`src/hw/rtl/tsc_pkg.sv`:
```
// Shared types and constants for the touch swipe and tap classifier.
package tsc_pkg;

    // Coordinate and threshold widths
    localparam int COORD_BITS   = 12;
    localparam int THRESH_BITS  = 12;
    localparam int CMP_BITS     = (COORD_BITS > THRESH_BITS) ? COORD_BITS : THRESH_BITS;
    localparam int GESTURE_BITS = 3;
    localparam int PHASE_BITS   = 2;

    localparam logic [THRESH_BITS-1:0] THRESH_RESET = THRESH_BITS'(30);

    // Touch phase codes
    typedef enum logic [PHASE_BITS-1:0] {
        PH_IDLE     = 2'd0,
        PH_PRESSED  = 2'd1,
        PH_HELD     = 2'd2,
        PH_RELEASED = 2'd3
    } t_phase;

    // Gesture codes
    typedef enum logic [GESTURE_BITS-1:0] {
        G_NONE  = 3'd0,
        G_LEFT  = 3'd1,
        G_RIGHT = 3'd2,
        G_UP    = 3'd3,
        G_DOWN  = 3'd4,
        G_TAP   = 3'd5
    } t_gesture;

    // One touch sample
    typedef struct packed {
        logic                  present;
        t_phase                phase;
        logic [COORD_BITS-1:0] x;
        logic [COORD_BITS-1:0] y;
    } t_sample;

    // One classification result
    typedef struct packed {
        t_gesture              gesture;
        logic [COORD_BITS-1:0] tap_x;
        logic [COORD_BITS-1:0] tap_y;
    } t_result;

    // Absolute value of a signed delta one bit wider than a coordinate
    function automatic logic [COORD_BITS-1:0] abs_delta(input logic [COORD_BITS:0] d);
        logic [COORD_BITS:0] neg;
        neg = ~d + (COORD_BITS+1)'(1);
        return d[COORD_BITS] ? neg[COORD_BITS-1:0] : d[COORD_BITS-1:0];
    endfunction

endpackage

```
`src/hw/rtl/tsc_classify.sv`:
```
// Tracking state and gesture decision for one touch sample.
module tsc_classify (
    input  logic                              i_clk,
    input  logic                              i_rst_n,
    input  logic                              i_fire,
    input  tsc_pkg::t_sample                  i_sample,
    input  logic [tsc_pkg::THRESH_BITS-1:0]   i_threshold,
    output tsc_pkg::t_result                  o_result,
    output logic                              o_tracking
);

    logic [tsc_pkg::COORD_BITS-1:0] r_start_x, n_start_x;
    logic [tsc_pkg::COORD_BITS-1:0] r_start_y, n_start_y;
    logic                           r_tracking, n_tracking;

    logic [tsc_pkg::COORD_BITS:0]   dx, dy;
    logic [tsc_pkg::CMP_BITS-1:0]   ax, ay, thr;
    logic                           swipe_x, swipe_y, moving;

    // Signed deltas from the start point and their magnitudes
    always_comb begin
        dx  = {1'b0, i_sample.x} - {1'b0, r_start_x};
        dy  = {1'b0, i_sample.y} - {1'b0, r_start_y};
        ax  = tsc_pkg::CMP_BITS'(tsc_pkg::abs_delta(dx));
        ay  = tsc_pkg::CMP_BITS'(tsc_pkg::abs_delta(dy));
        thr = tsc_pkg::CMP_BITS'(i_threshold);
        swipe_x = (ax > thr) && (ax > ay);
        swipe_y = (ay > thr) && (ay > ax);
        moving  = i_sample.present && r_tracking &&
                  ((i_sample.phase == tsc_pkg::PH_HELD) ||
                   (i_sample.phase == tsc_pkg::PH_RELEASED));
    end

    // Decision and next state
    always_comb begin
        n_start_x        = r_start_x;
        n_start_y        = r_start_y;
        n_tracking       = r_tracking;
        o_result.gesture = tsc_pkg::G_NONE;
        o_result.tap_x   = '0;
        o_result.tap_y   = '0;
        if (i_sample.present && (i_sample.phase == tsc_pkg::PH_PRESSED)) begin
            n_start_x  = i_sample.x;
            n_start_y  = i_sample.y;
            n_tracking = 1'b1;
        end else if (moving) begin
            if (swipe_x) begin
                o_result.gesture = dx[tsc_pkg::COORD_BITS] ? tsc_pkg::G_LEFT : tsc_pkg::G_RIGHT;
                n_tracking       = 1'b0;
            end else if (swipe_y) begin
                o_result.gesture = dy[tsc_pkg::COORD_BITS] ? tsc_pkg::G_UP : tsc_pkg::G_DOWN;
                n_tracking       = 1'b0;
            end else if (i_sample.phase == tsc_pkg::PH_RELEASED) begin
                o_result.gesture = tsc_pkg::G_TAP;
                o_result.tap_x   = r_start_x;
                o_result.tap_y   = r_start_y;
                n_tracking       = 1'b0;
            end
        end
    end

    // State registers, updated as a sample leaves the input stage
    always_ff @(posedge i_clk) begin
        if (!i_rst_n) begin
            r_tracking <= 1'b0;
            r_start_x  <= '0;
            r_start_y  <= '0;
        end else if (i_fire) begin
            r_tracking <= n_tracking;
            r_start_x  <= n_start_x;
            r_start_y  <= n_start_y;
        end
    end

    assign o_tracking = r_tracking;

endmodule

```
`src/hw/rtl/touch_swipe_tap_classifier.sv`:
```
// Top level of the touch swipe and tap classifier.
// Usage:
//   Input channel (i_in_valid / o_in_ready) takes one touch sample per
//   transaction: presence, phase (idle, pressed, held, released), x and y.
//   Output channel (o_out_valid / i_out_ready) gives exactly one result per
//   sample: gesture code and, for a tap, the start point (zero otherwise).
//   Config channel (i_cfg_valid / o_cfg_ready, always ready) writes the 12-bit
//   swipe threshold; only the user ensures it is written while the block is idle.
// Timing:
//   Two register stages: the sample register, then the result register;
//   a sample's result is registered in the result register. One sample per
//   cycle is sustained while the output is not stalled. The path between
//   the stages is one subtract, absolute value and compare per axis.
// Reset:
//   Both stages empty, tracking cleared, start point zero, threshold 30.
// Stall:
//   A held result stays stable; the sample register still fills, and input
//   ready drops only once both stages are occupied and the output is stalled.
module touch_swipe_tap_classifier (
    input  logic                              i_clk,
    input  logic                              i_rst_n,
    // sample input
    input  logic                              i_in_valid,
    output logic                              o_in_ready,
    input  logic                              i_touch_present,
    input  logic [tsc_pkg::PHASE_BITS-1:0]    i_touch_phase,
    input  logic [tsc_pkg::COORD_BITS-1:0]    i_touch_x,
    input  logic [tsc_pkg::COORD_BITS-1:0]    i_touch_y,
    // result output
    output logic                              o_out_valid,
    input  logic                              i_out_ready,
    output logic [tsc_pkg::GESTURE_BITS-1:0]  o_gesture,
    output logic [tsc_pkg::COORD_BITS-1:0]    o_tap_x,
    output logic [tsc_pkg::COORD_BITS-1:0]    o_tap_y,
    // threshold write
    input  logic                              i_cfg_valid,
    output logic                              o_cfg_ready,
    input  logic [tsc_pkg::THRESH_BITS-1:0]   i_cfg_data
);

    logic                             r_s1_vld;
    tsc_pkg::t_sample                 r_sample;
    logic                             r_out_vld;
    tsc_pkg::t_result                 r_result;
    logic [tsc_pkg::THRESH_BITS-1:0]  r_threshold;

    tsc_pkg::t_result                 cls_result;
    logic                             cls_tracking;
    logic                             out_free, s1_fire, in_fire;

    // Handshake control
    assign out_free    = !r_out_vld || i_out_ready;
    assign s1_fire     = r_s1_vld && out_free;
    assign o_in_ready  = !r_s1_vld || out_free;
    assign in_fire     = i_in_valid && o_in_ready;
    assign o_cfg_ready = 1'b1;

    // Threshold register
    always_ff @(posedge i_clk) begin
        if (!i_rst_n) begin
            r_threshold <= tsc_pkg::THRESH_RESET;
        end else if (i_cfg_valid) begin
            r_threshold <= i_cfg_data;
        end
    end

    // Sample stage
    always_ff @(posedge i_clk) begin
        if (!i_rst_n) begin
            r_s1_vld <= 1'b0;
        end else if (o_in_ready) begin
            r_s1_vld <= i_in_valid;
        end
    end

    always_ff @(posedge i_clk) begin
        if (in_fire) begin
            r_sample.present <= i_touch_present;
            r_sample.phase   <= tsc_pkg::t_phase'(i_touch_phase);
            r_sample.x       <= i_touch_x;
            r_sample.y       <= i_touch_y;
        end
    end

    // Classification against the tracking state
    tsc_classify u_classify (
        .i_clk       (i_clk),
        .i_rst_n     (i_rst_n),
        .i_fire      (s1_fire),
        .i_sample    (r_sample),
        .i_threshold (r_threshold),
        .o_result    (cls_result),
        .o_tracking  (cls_tracking)
    );

    // Result stage
    always_ff @(posedge i_clk) begin
        if (!i_rst_n) begin
            r_out_vld <= 1'b0;
        end else if (out_free) begin
            r_out_vld <= r_s1_vld;
        end
    end

    always_ff @(posedge i_clk) begin
        if (s1_fire) begin
            r_result <= cls_result;
        end
    end

    assign o_out_valid = r_out_vld;
    assign o_gesture   = r_result.gesture;
    assign o_tap_x     = r_result.tap_x;
    assign o_tap_y     = r_result.tap_y;

`ifndef SYNTHESIS
    // Tap coordinates are zero unless the result is a tap
    a_tap_zero: assert property (@(posedge i_clk) disable iff (!i_rst_n)
        (r_out_vld && (r_result.gesture != tsc_pkg::G_TAP)) |->
            ((r_result.tap_x == '0) && (r_result.tap_y == '0)))
        else $error("tap coordinates set on a non-tap result");

    // Any reported gesture ends tracking
    a_gesture_ends_track: assert property (@(posedge i_clk) disable iff (!i_rst_n)
        (s1_fire && (cls_result.gesture != tsc_pkg::G_NONE)) |=> !cls_tracking)
        else $error("tracking still set after a gesture");

    // Both stages full with a stalled output blocks the input
    a_full_blocks: assert property (@(posedge i_clk) disable iff (!i_rst_n)
        (r_s1_vld && r_out_vld && !i_out_ready) |-> !o_in_ready)
        else $error("input ready while pipeline full and stalled");

    // A result is only loaded from a valid sample
    a_load_from_sample: assert property (@(posedge i_clk) disable iff (!i_rst_n)
        (out_free && !r_s1_vld) |=> !r_out_vld)
        else $error("result valid without a sample");
`endif

endmodule
```
`config.mk`:
```
export PLATFORM = sky130hd
export DESIGN_NAME = touch_swipe_tap_classifier
export DESIGN_NICKNAME = d
export VERILOG_FILES = /design/src/hw/rtl/tsc_pkg.sv /design/src/hw/rtl/tsc_classify.sv /design/src/hw/rtl/touch_swipe_tap_classifier.sv
export SDC_FILE = /design/constraint.sdc
export NUM_CORES = 1
export LEC_CHECK = 0
export ABC_CLOCK_PERIOD_IN_PS = 5500
export BUFFER_PORTS_ARGS = -buffer_cell sky130_fd_sc_hd__buf_2
export CAP_MARGIN = 40
export CORE_ASPECT_RATIO = 0.75
export CORE_UTILIZATION = 30
export DETAILED_ROUTE_END_ITERATION = 16
export PLACE_DENSITY_LB_ADDON = 0.08
export SYNTH_ARGS = -nofsm -noshare
export SYNTH_HDL_FRONTEND = slang
export SYNTH_SLANG_ARGS = --single-unit
```
`constraint.sdc`:
```
create_clock -name i_clk -period 5.5 [get_ports i_clk]
set_input_delay 0.275 -clock i_clk [delete_from_list [all_inputs] [get_ports i_clk]]
set_output_delay 0.275 -clock i_clk [all_outputs]
set_load 0.005 [all_outputs]
```
After elaboration in Yosys (flattened, before gate mapping)
Index checks and enable logic that the tools add are counted.
Cells by class
  muxes and demuxes: 12
  reduce and logical (&&, ||, !) cells: 18
  eq/ne operators: 3
  bitwise logic cells: 4
  add/subtract/negate cells: 4
  order comparisons: 4
Operators with widths (number)
  12-bit greater-than comparator: 4
  27-bit two-way mux: 1
  12-bit by 12-bit subtractor with 13-bit output: 2
  12-bit by 1-bit adder with 12-bit output (second input constant): 2
  12-bit two-way mux: 2
  12-bit inverter: 2
  3-bit two-way mux: 3
  1-bit logical AND: 7
  1-bit two-way mux: 5
  5-bit OR reduction: 1
  2-bit equality test (second input constant): 2
  4-bit nonzero test: 1
  1-bit logical OR: 3
  3-bit AND reduction: 1
  2-bit by 1-bit equality test with 1-bit output (second input constant): 1
  1-bit logical NOT: 2
  2-bit two-way mux: 1
  1-bit inverter: 2
  2-bit AND reduction: 1
  2-bit nonzero test: 1
  2-bit OR reduction: 1
Storage, ports and cells
  register bits: 93
  output and inout bits: 30

Depth between registers and ports, before layout
Gate-level depths: netlist (run 1).
  word-level depth: 10
  depth in mapped cells: 22
  depth with buffers taken out: 20

Hierarchy
A second synthesis (run 1) with hierarchy kept.
Unflattened totals
  cells, all modules: 611
  area, all modules: 6104.6 um^2
Modules (own cells, without submodules)
  tsc_classify: times used 1, cells each 508, area an instance 3946.3 um^2
  touch_swipe_tap_classifier: times used 1, cells each 103, area an instance 2158.3 um^2

Worst setup path after synthesis (run 1)
OpenSTA, ideal clock, no wires.
  path type: register to register
  start: reg r_sample[12] (netlist name)
  end: reg r_result (netlist bit o_tap_x[0]) (data pin)
  required time: 5.245 ns
  library setup time: 0.255 ns
  slack: 0.832 ns
  arrival time: 4.413 ns
  path buffers: 1
  cell stages (with the launch flop): 22
  clock period less this slack: 4.668 ns
  path through: edfxtp_1 -> inv_1 -> ha_1 -> inv_1 -> fa_1 -> a21oi_1 -> o21bai_1 -> xor2_1 -> or2_1 -> or4_4 -> nor3b_2 -> nor2_1 -> xnor2_1 -> ha_1 -> a21o_1 -> a21o_1 -> a21oi_1 -> o211ai_1 -> nor3_1 -> nor4_2 -> clkbuf_1 -> and2_1
On the way
  longest elaborated chain between the ends: 7
Ends and longest elaborated chain
  start, declared: RTL line touch_swipe_tap_classifier.sv:42  | tsc_pkg::t_sample r_sample;
  12-bit by 12-bit subtractor with 13-bit output *: RTL line tsc_classify.sv:22  | dx = {1'b0, i_sample.x} - {1'b0, r_start_x};
  12-bit inverter: RTL line tsc_pkg.sv:49  | neg = ~d + (COORD_BITS+1)'(1);
  12-bit by 1-bit adder with 12-bit output: RTL line tsc_pkg.sv:49
  12-bit two-way mux *: RTL line tsc_pkg.sv:50  | return d[COORD_BITS] ? neg[COORD_BITS-1:0] : d[COORD_BITS-1:0];
  12-bit greater-than comparator, on equally long branches: RTL line tsc_classify.sv:28, tsc_classify.sv:27
  1-bit logical AND, on equally long branches: RTL line tsc_classify.sv:28, tsc_classify.sv:27
  5-bit OR reduction (no line) *
  end signal, assigned: RTL line touch_swipe_tap_classifier.sv:107  | r_result <= cls_result;
  end, declared: RTL line touch_swipe_tap_classifier.sv:44  | tsc_pkg::t_result r_result;
Every way passes the cells marked *; elsewhere a longest branch is shown, timed or not.
A chain may end at the register's enable or synchronous reset.

Final worst setup path (run 1)
  start: reg r_sample[12] (netlist name)
  end: reg r_result (netlist bit o_tap_y[3]) (data pin)
The elaborated chain is that of the path after synthesis.

==> metrics.csv, run 1 <==
metric,value,unit
status,finished clean,
area of the multi-input gates,3250,um2
Routed wire per std cell,15.8,um
Yosys warnings,0,
setup violators final,0,
Synthesized Nets,706,
asr flop ratio synth,0,
Power Total,0.00189,W
hold path depth,1,
Final ANT Viol Nets,0,
Core Box Area,18800,um2
chip height,123,um
Layout Area Growth over Synthesis,16.8,%
Gate power share,0.257,
Final #Nets,783,
Critical R2R Launch,r_sample[12],
DRC violations left,0,
syn avg cell area,9.84,um2
PortBufs,72,
ys flop type,edfxtp_1,
Clock Skew,9.50,ps
RePlAce Congestion,0.817,
sw frac,0.315,
maximum vdd drop,0.151,mV
Routed WL,14700,um
Critical Path Source Type,flop,
post-route clock period utilization,0.920,
R2R setup slack,440,ps
GRT Resource Usage Total,0.152,
Clock Pin Slew Worst Setup and Hold Paths,80,ps
"Max FO, Critical Path",20,
Pins Over Slew Limit,0,
fillcell total,1920,
slew of the pin with the lowest slew margin,908,ps
drt first pass iters,4,
FF-to-FF path depth,22,
Initial Util,0.313,
Worst EP arrival,5170,ps
row cnt,43,
Sw Pwr,0.000594,W
final hold viol count,0,
critical path class,flop to flop,
"Endpoint, Worst Hold",r_sample[0],
FF-to-FF End,o_tap_y[3],
largest net degree at the start of global routing,40,
CTS H-Tree Depth,3,
Die Wd,164,um
setup TNS,0,ps
Clock power frac,0.331,
pwr dens,275,nW/um2
worst setup margin,442,ps
Seq cells post-synth,93,
Antenna diodes,0,
global-route wire length before repair,22800,um
Post-synth EDFFs,54,
Pleak,2.80,nW
Sequential Power Share,0.412,
Crit. End Element,flop,
CTS Root Cell,clkbuf_16,
DP HPWL,11000,um
slew margin rel.,0.390,
HP Class,input pin to flop,
Required @ worst endpoint,5610,ps
DR iter-0 viols,204,
clock buffer count from CTS,9,
Hold WS,93.4,ps
sequential area share after synthesis,0.408,
pre-CTS setup slack,160,ps
share of cells above drive strength 1,0.172,
min Tclk post-route,5060,ps
clock sink count,93,
die footprint,20200,um2
Netlist cell types,59,
vias in the first global route,4143,
I/O pin count,74,
Mapped Cells,598,
maximum clock frequency,198,MHz
Clock Latency Late Sink,350,ps
RSZ-0062 raised after global routing,no,
maxcap violations,0,
vias per inst,4.74,
Register Area,2400,um2
Post-Syn Area,5890,um2
GRT overflow,0,
Hold Crit Start,i_touch_y[0],
Int Power,0.00129,W
Longest Clk Path Bufs,2,
via count,4393,
initial antenna violation count,0,
CTS tree,built,
==> layout by cell type, fill, tap and decap left out, types with 3 or more instances in the layout <==
cell and n:
buf_2 72, nand2_1 64, ha_1 62, edfxtp_1 54, inv_1 47, dfxtp_1 39, a21oi_1 29, nor2_1 29
and2_1 27, xnor2_1 24, a21boi_0 24, nor2b_1 19, xor2_1 18, o21ai_0 14, a21o_1 13, nor3_1 11
o21a_1 11, mux2i_1 11, clkbuf_16 9, buf_4 9, nand4_1 8, nand3_1 7, o211ai_1 7, nand2b_1 5
or3_1 4, a21oi_2 4, o211a_1 3, or2_1 3, a31oi_1 3
==> Yosys cell counts, types with 18 or more instances <==
library cell,count,share of area
xnor2_1,24,0.036
inv_1,47,0.030
nor2b_1,20,0.021
and2_1,27,0.029
a21boi_0,24,0.031
nor2_1,29,0.018
ha_1,62,0.13
dfxtp_1,39,0.13
nand2_1,64,0.041
edfxtp_1,54,0.28
a21oi_1,29,0.025
xor2_1,18,0.027
==> through the flow <==
| stage | instance area (um2) | cells | utilization |
|---|---|---|---|
| floorplan | 5890 | 598 | - |
| global placement | 6570 | 910 | 0.349 |
| detailed placement | 6570 | 910 | 0.349 |
| CTS | 6860 | 926 | 0.364 |
| global route | 6870 | 927 | 0.365 |
| finish | 6870 | 927 | 0.365 |
==> per-layer routing <==
layer | global-route usage | part of all wire
met5 | 0 | 0
met1 | 0.221 | 0.52
met3 | 0.0312 | 0.046
met4 | 0.0417 | 0.013
met2 | 0.228 | 0.42
==> registers in the layout, summed over array words and instances (netlist names), 3 cells and up <==
register / cells
o_gesture: 3
r_threshold: 12
u_classify.r_start_x: 12
o_tap_x: 12
o_tap_y: 12
u_classify.r_start_y: 12
r_sample: 27
==> critical path: stages, from the launching register on <==
cell,delay [ps]
edfxtp_1,390
inv_1,80
ha_1,170
inv_1,60
fa_1,390
a21oi_1,210
o21bai_1,90
xor2_1,170
or2_1,280
or4_4,540
nor3b_2,210
nor2_1,70
xnor2_1,270
ha_1,320
a21o_1,190
a21o_1,170
a21oi_1,200
o211ai_1,150
nor3_1,250
buf_4,190
nor4_4,60
buf_6,170
and2_1,170
==> timing repair <==
item                       CTS  global route
gates resized for setup      0             1
setup buffers                0             1
setup endpoints to repair    0            20
hold buffers                 0             0
==> cell families (layout without fill, tap and decap cells) <==
family          count (synthesis)  in the layout  synth area share
fa+ha+maj                      64             64             0.139
compound gates                128            128             0.152
mux                            13             13            0.0225
buf+inv                        63            145            0.0410
flops                          93             93             0.408
simple gates                  193            193             0.172
xor+xnor                       43             43            0.0653
other cells                     1              1          0.000637
==> worst max path at each step <==
stage / start / end / slack [ps] / cells past startpoint
2_1_floorplan: r_sample[12] / o_tap_x[0] / 830 / 21
3_3_place_gp: r_sample[12] / o_tap_x[3] / 290 / 21
3_5_place_dp: r_sample[12] / o_tap_y[3] / 160 / 21
4_1_cts: r_sample[12] / o_tap_y[3] / 140 / 21
5_1_grt: r_sample[12] / o_gesture[2] / 20 / 21
6_report: r_sample[12] / o_tap_y[3] / 440 / 22
==> layout make-up <==
type	instances	area share
inverters	47	0.0257
repair buffers	82	0.0639
well taps	247	0.0450
flip-flops and latches	93	0.350
multi-input cells	442	0.473
clock buffers	9	0.0328
clock inverters	7	0.00983
==> power by group through the flow <==
stage | Clock, W | Sequential [W] | Combinational, W
after global placement | 0 | 0.000793 | 0.000479
after global routing | 0.000671 | 0.000780 | 0.000549
after detailed placement | 0 | 0.000793 | 0.000485
after CTS | 0.000649 | 0.000778 | 0.000488
final | 0.000625 | 0.000777 | 0.000485
after floorplan | 0 | 0.000789 | 0.000349
(Power assumes the default switching activity.)
==> run 2: changes to the inputs <==
--- a/config.mk
+++ b/config.mk
@@ -12,6 +12,7 @@
 export CORE_UTILIZATION = 30
 export DETAILED_ROUTE_END_ITERATION = 16
 export PLACE_DENSITY_LB_ADDON = 0.08
+export REMOVE_ABC_BUFFERS = 1
 export SYNTH_ARGS = -nofsm -noshare
 export SYNTH_HDL_FRONTEND = slang
 export SYNTH_SLANG_ARGS = --single-unit
==> run 2 against run 1 <==
Net effect: count of clock-buffer cells in the layout is the same; clock skew is 2.0 ps lower; clock power rose by 1%; die area unchanged; maximum frequency grew 0.20%; wire length down 6.8%; setup slack better by 10 ps; utilization is essentially flat; register-to-register slack hardly changed; final cell count decreased by 0.11%; critical endpoint is now o_tap_y[7]; largest cell class unchanged; highest routed layer unchanged.
==> metrics.csv, run 2 (synthesis gave the netlist of run 1 again) <==
metric,value,unit,change
Clock power frac,0.334,,was 0.331
Pleak,2.82,nW,was 2.80 nW
sw frac,0.295,,was 0.315
fillcell total,1901,,was 1920
status,finished clean,,unchanged
Clock Latency Late Sink,350,ps,about the same
Pins Over Slew Limit,0,,unchanged
setup TNS,0,ps,unchanged
PortBufs,72,,unchanged
FF-to-FF path depth,22,,unchanged
Longest Clk Path Bufs,2,,unchanged
area of the multi-input gates,3260,um2,was 3250 um2
vias per inst,4.70,,was 4.74
CTS Root Cell,clkbuf_16,,unchanged
Crit. End Element,flop,,unchanged
"Max FO, Critical Path",24,,was 20
FF-to-FF End,o_tap_y[7],,was o_tap_y[3]
drt first pass iters,4,,unchanged
Clock Pin Slew Worst Setup and Hold Paths,70,ps,was 80 ps
Routed WL,13700,um,was 14700 um
critical path class,flop to flop,,unchanged
"commonest non-fill, non-tap cell in the layout",buf_2,,unchanged
vias in the first global route,4311,,was 4143
Critical R2R Launch,r_sample[12],,unchanged
Die Wd,164,um,unchanged
DP HPWL,10400,um,was 11000 um
I/O pin count,74,,unchanged
clock buffer count from CTS,9,,unchanged
clock sink count,93,,unchanged
final hold viol count,0,,unchanged
Routed wire per std cell,14.8,um,was 15.8 um
Sequential Power Share,0.412,,about the same
slew of the pin with the lowest slew margin,717,ps,was 908 ps
dpl cell area,6560,um2,was 6570 um2
HP Class,input pin to flop,,unchanged
RSZ-0062 raised after global routing,no,,unchanged
share of cells above drive strength 1,0.174,,was 0.172
RePlAce Congestion,0.784,,was 0.817
most frequent cells in the layout,"buf_2 (72), nand2_1 (64), ha_1 (62)",,unchanged
Final ANT Viol Nets,0,,unchanged
CTS H-Tree Depth,3,,unchanged
maxcap violations,0,,unchanged
post-layout utilization of the core,0.365,,about the same
Initial Util,0.313,,unchanged
hold path depth,1,,unchanged
global-route wire length before repair,22200,um,was 22800 um
Final #Nets,782,,was 783
R2R setup slack,450,ps,was 440 ps
largest register by flop count,r_sample,,unchanged
GRT Resource Usage Total,0.147,,was 0.152
die footprint,20200,um2,unchanged
Layout Area Growth over Synthesis,16.8,%,about the same
Gate power share,0.254,,was 0.257
"Endpoint, Worst Hold",r_sample[8],,was r_sample[0]
CTS tree,built,,unchanged
number of setup buffers added after CTS,0,,unchanged
DRC violations left,0,,unchanged
slew margin rel.,0.522,,was 0.390
Required @ worst endpoint,5610,ps,about the same
pre-CTS setup slack,362,ps,was 160 ps
Worst EP arrival,5160,ps,was 5170 ps
initial antenna violation count,0,,unchanged
maximum vdd drop,0.113,mV,was 0.151 mV
min Tclk post-route,5050,ps,was 5060 ps
via count,4352,,was 4393
Int Power,0.00133,W,was 0.00129 W
pwr dens,274,nW/um2,was 275 nW/um2
Core Box Area,18800,um2,unchanged
Largest register FFs,27,,unchanged
largest net degree at the start of global routing,40,,unchanged
setup violators final,0,,unchanged
maximum clock frequency,198,MHz,about the same
Hold Crit Start,i_touch_y[8],,was i_touch_y[0]
DR iter-0 viols,194,,was 204
Finished Cell Area,6870,um2,about the same
Critical Path Source Type,flop,,unchanged
GRT overflow,0,,unchanged
row cnt,43,,unchanged
worst setup margin,452,ps,was 442 ps
Antenna diodes,0,,unchanged
Sw Pwr,0.000557,W,was 0.000594 W
Clock Skew,7.48,ps,was 9.50 ps
Register Area,2400,um2,unchanged
post-route clock period utilization,0.918,,was 0.920
chip height,123,um,unchanged
==> run 2: layout make-up <==
type,instances,share of cell area
multi-input combinational,442,0.474
timing repair buffer,81,0.0623
clock buffer,9,0.0328
tap,247,0.0450
clock inverter,7,0.0104
sequential,93,0.350
inverter,47,0.0257
==> run 2: worst max-delay path by stage <==
stage / startpoint / endpoint / cells after the start
floorplan: r_sample[12] / o_tap_x[0] / 20
global placement: r_sample[12] / o_tap_y[9] / 22
detailed placement: r_sample[12] / o_tap_y[9] / 22
CTS: r_sample[12] / o_tap_y[1] / 22
global route: r_sample[12] / o_tap_x[5] / 22
finish: r_sample[12] / o_tap_y[7] / 22
==> run 2: layer usage <==
metal | share of wire | wire length (um) | vias to the layer above | track usage
met5 | 0 | 0 | - | 0
met4 | 0.013 | 184 | 0 | 0.0440
met3 | 0.034 | 460 | 15 | 0.0322
met2 | 0.47 | 6460 | 57 | 0.248
met1 | 0.48 | 6570 | 2032 | 0.188
li1 | - | - | 2248 | -
==> run 2: worst max-delay path, cell delays in order (launching register included) <==
cell and delay [ps]:
edfxtp_1 390, inv_1 70, ha_1 160, inv_1 60
fa_1 400, a21oi_1 220, o21bai_1 100, xor2_1 180
or2_1 280, or4_4 540, nor3b_2 220, a31oi_1 150
xnor2_2 290, ha_1 290, nand4_1 120, nor2_1 80
o21ai_0 100, o211ai_1 180, nor3_1 300, buf_4 200
nor4_2 50, buf_4 220, and2_1 190
==> run 2: through the flow <==
step | hold WS (ps) | power [W] | instances
after detailed placement | 453 | 0.00127 | 910
after global routing | 76.1 | 0.00201 | 926
after floorplan | 374 | 0.00113 | 582
after global placement | 451 | 0.00126 | 909
final | 91.4 | 0.00189 | 926
after CTS | 79.8 | 0.00192 | 926
==> run 2: power by group through the flow <==
stage	clock (W)	sequential, W	combinational [W]
3_3_place_gp	0	0.000793	0.000467
6_report	0.000631	0.000777	0.000479
5_1_grt	0.000679	0.000780	0.000548
2_1_floorplan	0	0.000789	0.000343
4_1_cts	0.000657	0.000777	0.000482
3_5_place_dp	0	0.000793	0.000478
==> run 2: timing repair <==
item | in CTS | in global routing
hold buffers | 0 | 0
resized for setup | 0 | 2
setup endpoints to repair | 0 | 25
==> run 3: changes to the inputs <==
--- a/config.mk
+++ b/config.mk
@@ -9,6 +9,7 @@
 export BUFFER_PORTS_ARGS = -buffer_cell sky130_fd_sc_hd__buf_2
 export CAP_MARGIN = 40
 export CORE_ASPECT_RATIO = 0.75
+export CORE_MARGIN = 2
 export CORE_UTILIZATION = 30
 export DETAILED_ROUTE_END_ITERATION = 16
 export PLACE_DENSITY_LB_ADDON = 0.08
==> run 3 against run 2 <==
Net effect: utilization shrank 0.46 points; final cell count is 0.54% higher; design area grew 1.0%; first-iteration DRC count decreased by 18%; global-route usage shrank 0.94 points; maximum frequency down 0.20%; clock skew barely moved.
==> metrics.csv, run 3 (synthesis gave the netlist of run 1 again) <==
metric,value,unit,change
via count,4354,,was 4352
Die Wd,166,um,was 164 um
critical path class,flop to flop,,unchanged
GRT Resource Usage Total,0.137,,was 0.147
Pins Over Slew Limit,0,,unchanged
critical path launch point,r_sample[12],,unchanged
Sequential Power Share,0.397,,was 0.412
crit-path cells,inv_1 -> ha_1 -> inv_1 -> fa_1 -> a21oi_1 -> o21bai_1 -> xor2_1 -> or2_1 -> or4_4 -> nor3b_2 -> nor2_1 -> xnor2_2 -> ha_1 -> a21o_1 -> a21o_1 -> a21oi_1 -> o211ai_1 -> o211a_1 -> nor4_4 -> buf_4 -> and2_1,,was inv_1 -> ha_1 -> inv_1 -> fa_1 -> a21oi_1 -> o21bai_1 -> xor2_1 -> or2_1 -> or4_4 -> nor3b_2 -> a31oi_1 -> xnor2_2 -> ha_1 -> nand4_1 -> nor2_1 -> o21ai_0 -> o211ai_1 -> nor3_1 -> buf_4 -> nor4_2 -> buf_4 -> and2_1
Critical Path Source Type,flop,,unchanged
most frequent cells in the layout,"buf_2 (72), nand2_1 (64), ha_1 (62)",,unchanged
setup violators final,0,,unchanged
clock buffer count from CTS,9,,unchanged
fillcell total,1964,,was 1901
Clock Skew,7.93,ps,was 7.48 ps
slew of the pin with the lowest slew margin,716,ps,was 717 ps
Worst EP arrival,5270,ps,was 5160 ps
hold bufs inserted after CTS,0,,unchanged
final hold viol count,0,,unchanged
slew margin rel.,0.515,,was 0.522
Antenna diodes,0,,unchanged
Initial Util,0.305,,was 0.313
row cnt,44,,was 43
"delay-heaviest family, CP",simple AND/OR/NAND/NOR gates,,unchanged
maximum clock frequency,198,MHz,about the same
"Largest stage delay, worst path",540,ps,about the same
setup TNS,0,ps,unchanged
Critical R2R Launch,r_sample[12],,unchanged
Pleak,2.83,nW,was 2.82 nW
DR iter-0 viols,159,,was 194
global-route wire length before repair,22700,um,was 22200 um
Register Area,2400,um2,unchanged
die footprint,20800,um2,was 20200 um2
Gate power share,0.251,,was 0.254
"Max FO, Critical Path",24,,unchanged
PortBufs,72,,unchanged
Routed wire per std cell,14.8,um,about the same
drt first pass iters,4,,unchanged
Required @ worst endpoint,5720,ps,was 5610 ps
I/O pin count,74,,unchanged
Clock Pin Slew Worst Setup and Hold Paths,70,ps,about the same
Final ANT Viol Nets,0,,unchanged
number of setup buffers added after CTS,0,,unchanged
Longest Clk Path Bufs,2,,unchanged
pwr dens,281,nW/um2,was 274 nW/um2
CTS tree,built,,unchanged
CTS Root Cell,clkbuf_16,,unchanged
Layout Area Growth over Synthesis,18.0,%,was 16.8%
RSZ-0062 raised after global routing,no,,unchanged
Int Power,0.00138,W,was 0.00133 W
post-route clock period utilization,0.920,,was 0.918
area of the multi-input gates,3280,um2,was 3260 um2
"Slowest-stage cell, CP",or4_4,,unchanged
initial antenna violation count,0,,unchanged
CTS H-Tree Depth,3,,unchanged
HP Class,input pin to flop,,unchanged
RePlAce Congestion,0.837,,was 0.784
status,finished clean,,unchanged
clock sink count,93,,unchanged
Routed WL,13800,um,was 13700 um
CTS resizes,0,,unchanged
maximum vdd drop,0.159,mV,was 0.113 mV
Sw Pwr,0.000571,W,was 0.000557 W
Crit. End Element,flop,,unchanged
DP HPWL,10600,um,was 10400 um
vias in the first global route,4414,,was 4311
share of cells above drive strength 1,0.174,,about the same
vias per inst,4.68,,was 4.70
GRT overflow,0,,unchanged
Core Box Area,19300,um2,was 18800 um2
maxcap violations,0,,unchanged
chip height,125,um,was 123 um
Clock power frac,0.351,,was 0.334
"commonest non-fill, non-tap cell in the layout",buf_2,,unchanged
largest net degree at the start of global routing,40,,unchanged
Largest register FFs,27,,unchanged
R2R setup slack,440,ps,was 450 ps
post-layout utilization of the core,0.360,,was 0.365
Clock Latency Late Sink,350,ps,about the same
Hold Crit Start,i_touch_y[8],,unchanged
sw frac,0.292,,was 0.295
Worst Path Buf+Inv,3,,was 4
min Tclk post-route,5060,ps,was 5050 ps
largest register by flop count,r_sample,,unchanged
DRC violations left,0,,unchanged
Final #Nets,781,,was 782
==> run 3: cell types whose count changed in the layout (fill, tap and decap cells not counted), sizes merged <==
cell	delta
clkinv	-3
buf	-1
bufinv	+1
clkinvlp	+2
==> run 3: metrics by stage <==
| step | total power [W] | setup WS [ps] | hold WS [ps] | area [um2] | cells |
|---|---|---|---|---|---|
| floorplan | 0.00113 | 663 | 374 | 5820 | 582 |
| global placement | 0.00126 | 456 | 451 | 6560 | 913 |
| detailed placement | 0.00128 | 374 | 453 | 6590 | 915 |
| CTS | 0.00198 | 336 | 81.7 | 6920 | 931 |
| global route | 0.00207 | 20.8 | 81.1 | 6940 | 931 |
| finish | 0.00195 | 442 | 99.1 | 6940 | 931 |
==> run 3: layout make-up <==
| type | instances | area share |
|---|---|---|
| Clock buffer | 9 | 0.0324 |
| Clock inverter | 7 | 0.0150 |
| Inverter | 47 | 0.0254 |
| Multi-Input combinational cell | 442 | 0.472 |
| Sequential cell | 93 | 0.346 |
| Tap cell | 253 | 0.0456 |
| Timing Repair Buffer | 80 | 0.0634 |
==> run 3: final timing paths <==
path                                                end  cells past startpoint
worst max-delay path                         o_tap_y[7]                     21
worst min-delay path                        r_sample[8]                      1
worst max register to register               o_tap_y[7]                     21
worst min register to register  u_classify.r_start_y[8]                      2
==> run 3: worst reg2reg max path: stages (launching register included) <==
cell	delay (ps)
edfxtp_1	390
inv_1	70
ha_1	160
inv_1	60
fa_1	390
a21oi_1	220
o21bai_1	100
xor2_1	180
or2_1	290
or4_4	540
nor3b_2	220
nor2_1	90
xnor2_2	220
ha_1	300
a21o_1	180
a21o_1	170
a21oi_1	160
o211ai_1	160
o211a_1	250
nor4_4	270
buf_4	320
and2_1	190
==> run 3: power by group through the flow <==
stage	combinational [W]	sequential, W	clock [W]
after floorplan	0.000343	0.000789	0
after CTS	0.000487	0.000777	0.000714
final	0.000491	0.000777	0.000687
after global routing	0.000557	0.000780	0.000735
after global placement	0.000467	0.000793	0
after detailed placement	0.000483	0.000792	0
==> run 3: layer usage <==
metal	wire length, um	GRT usage	part of all wire	vias up
li1	-	-	-	2245
met1	6800	0.180	0.49	2034
met2	6390	0.230	0.46	62
met3	406	0.0291	0.029	13
met4	214	0.0394	0.015	0
met5	0	0	0	-
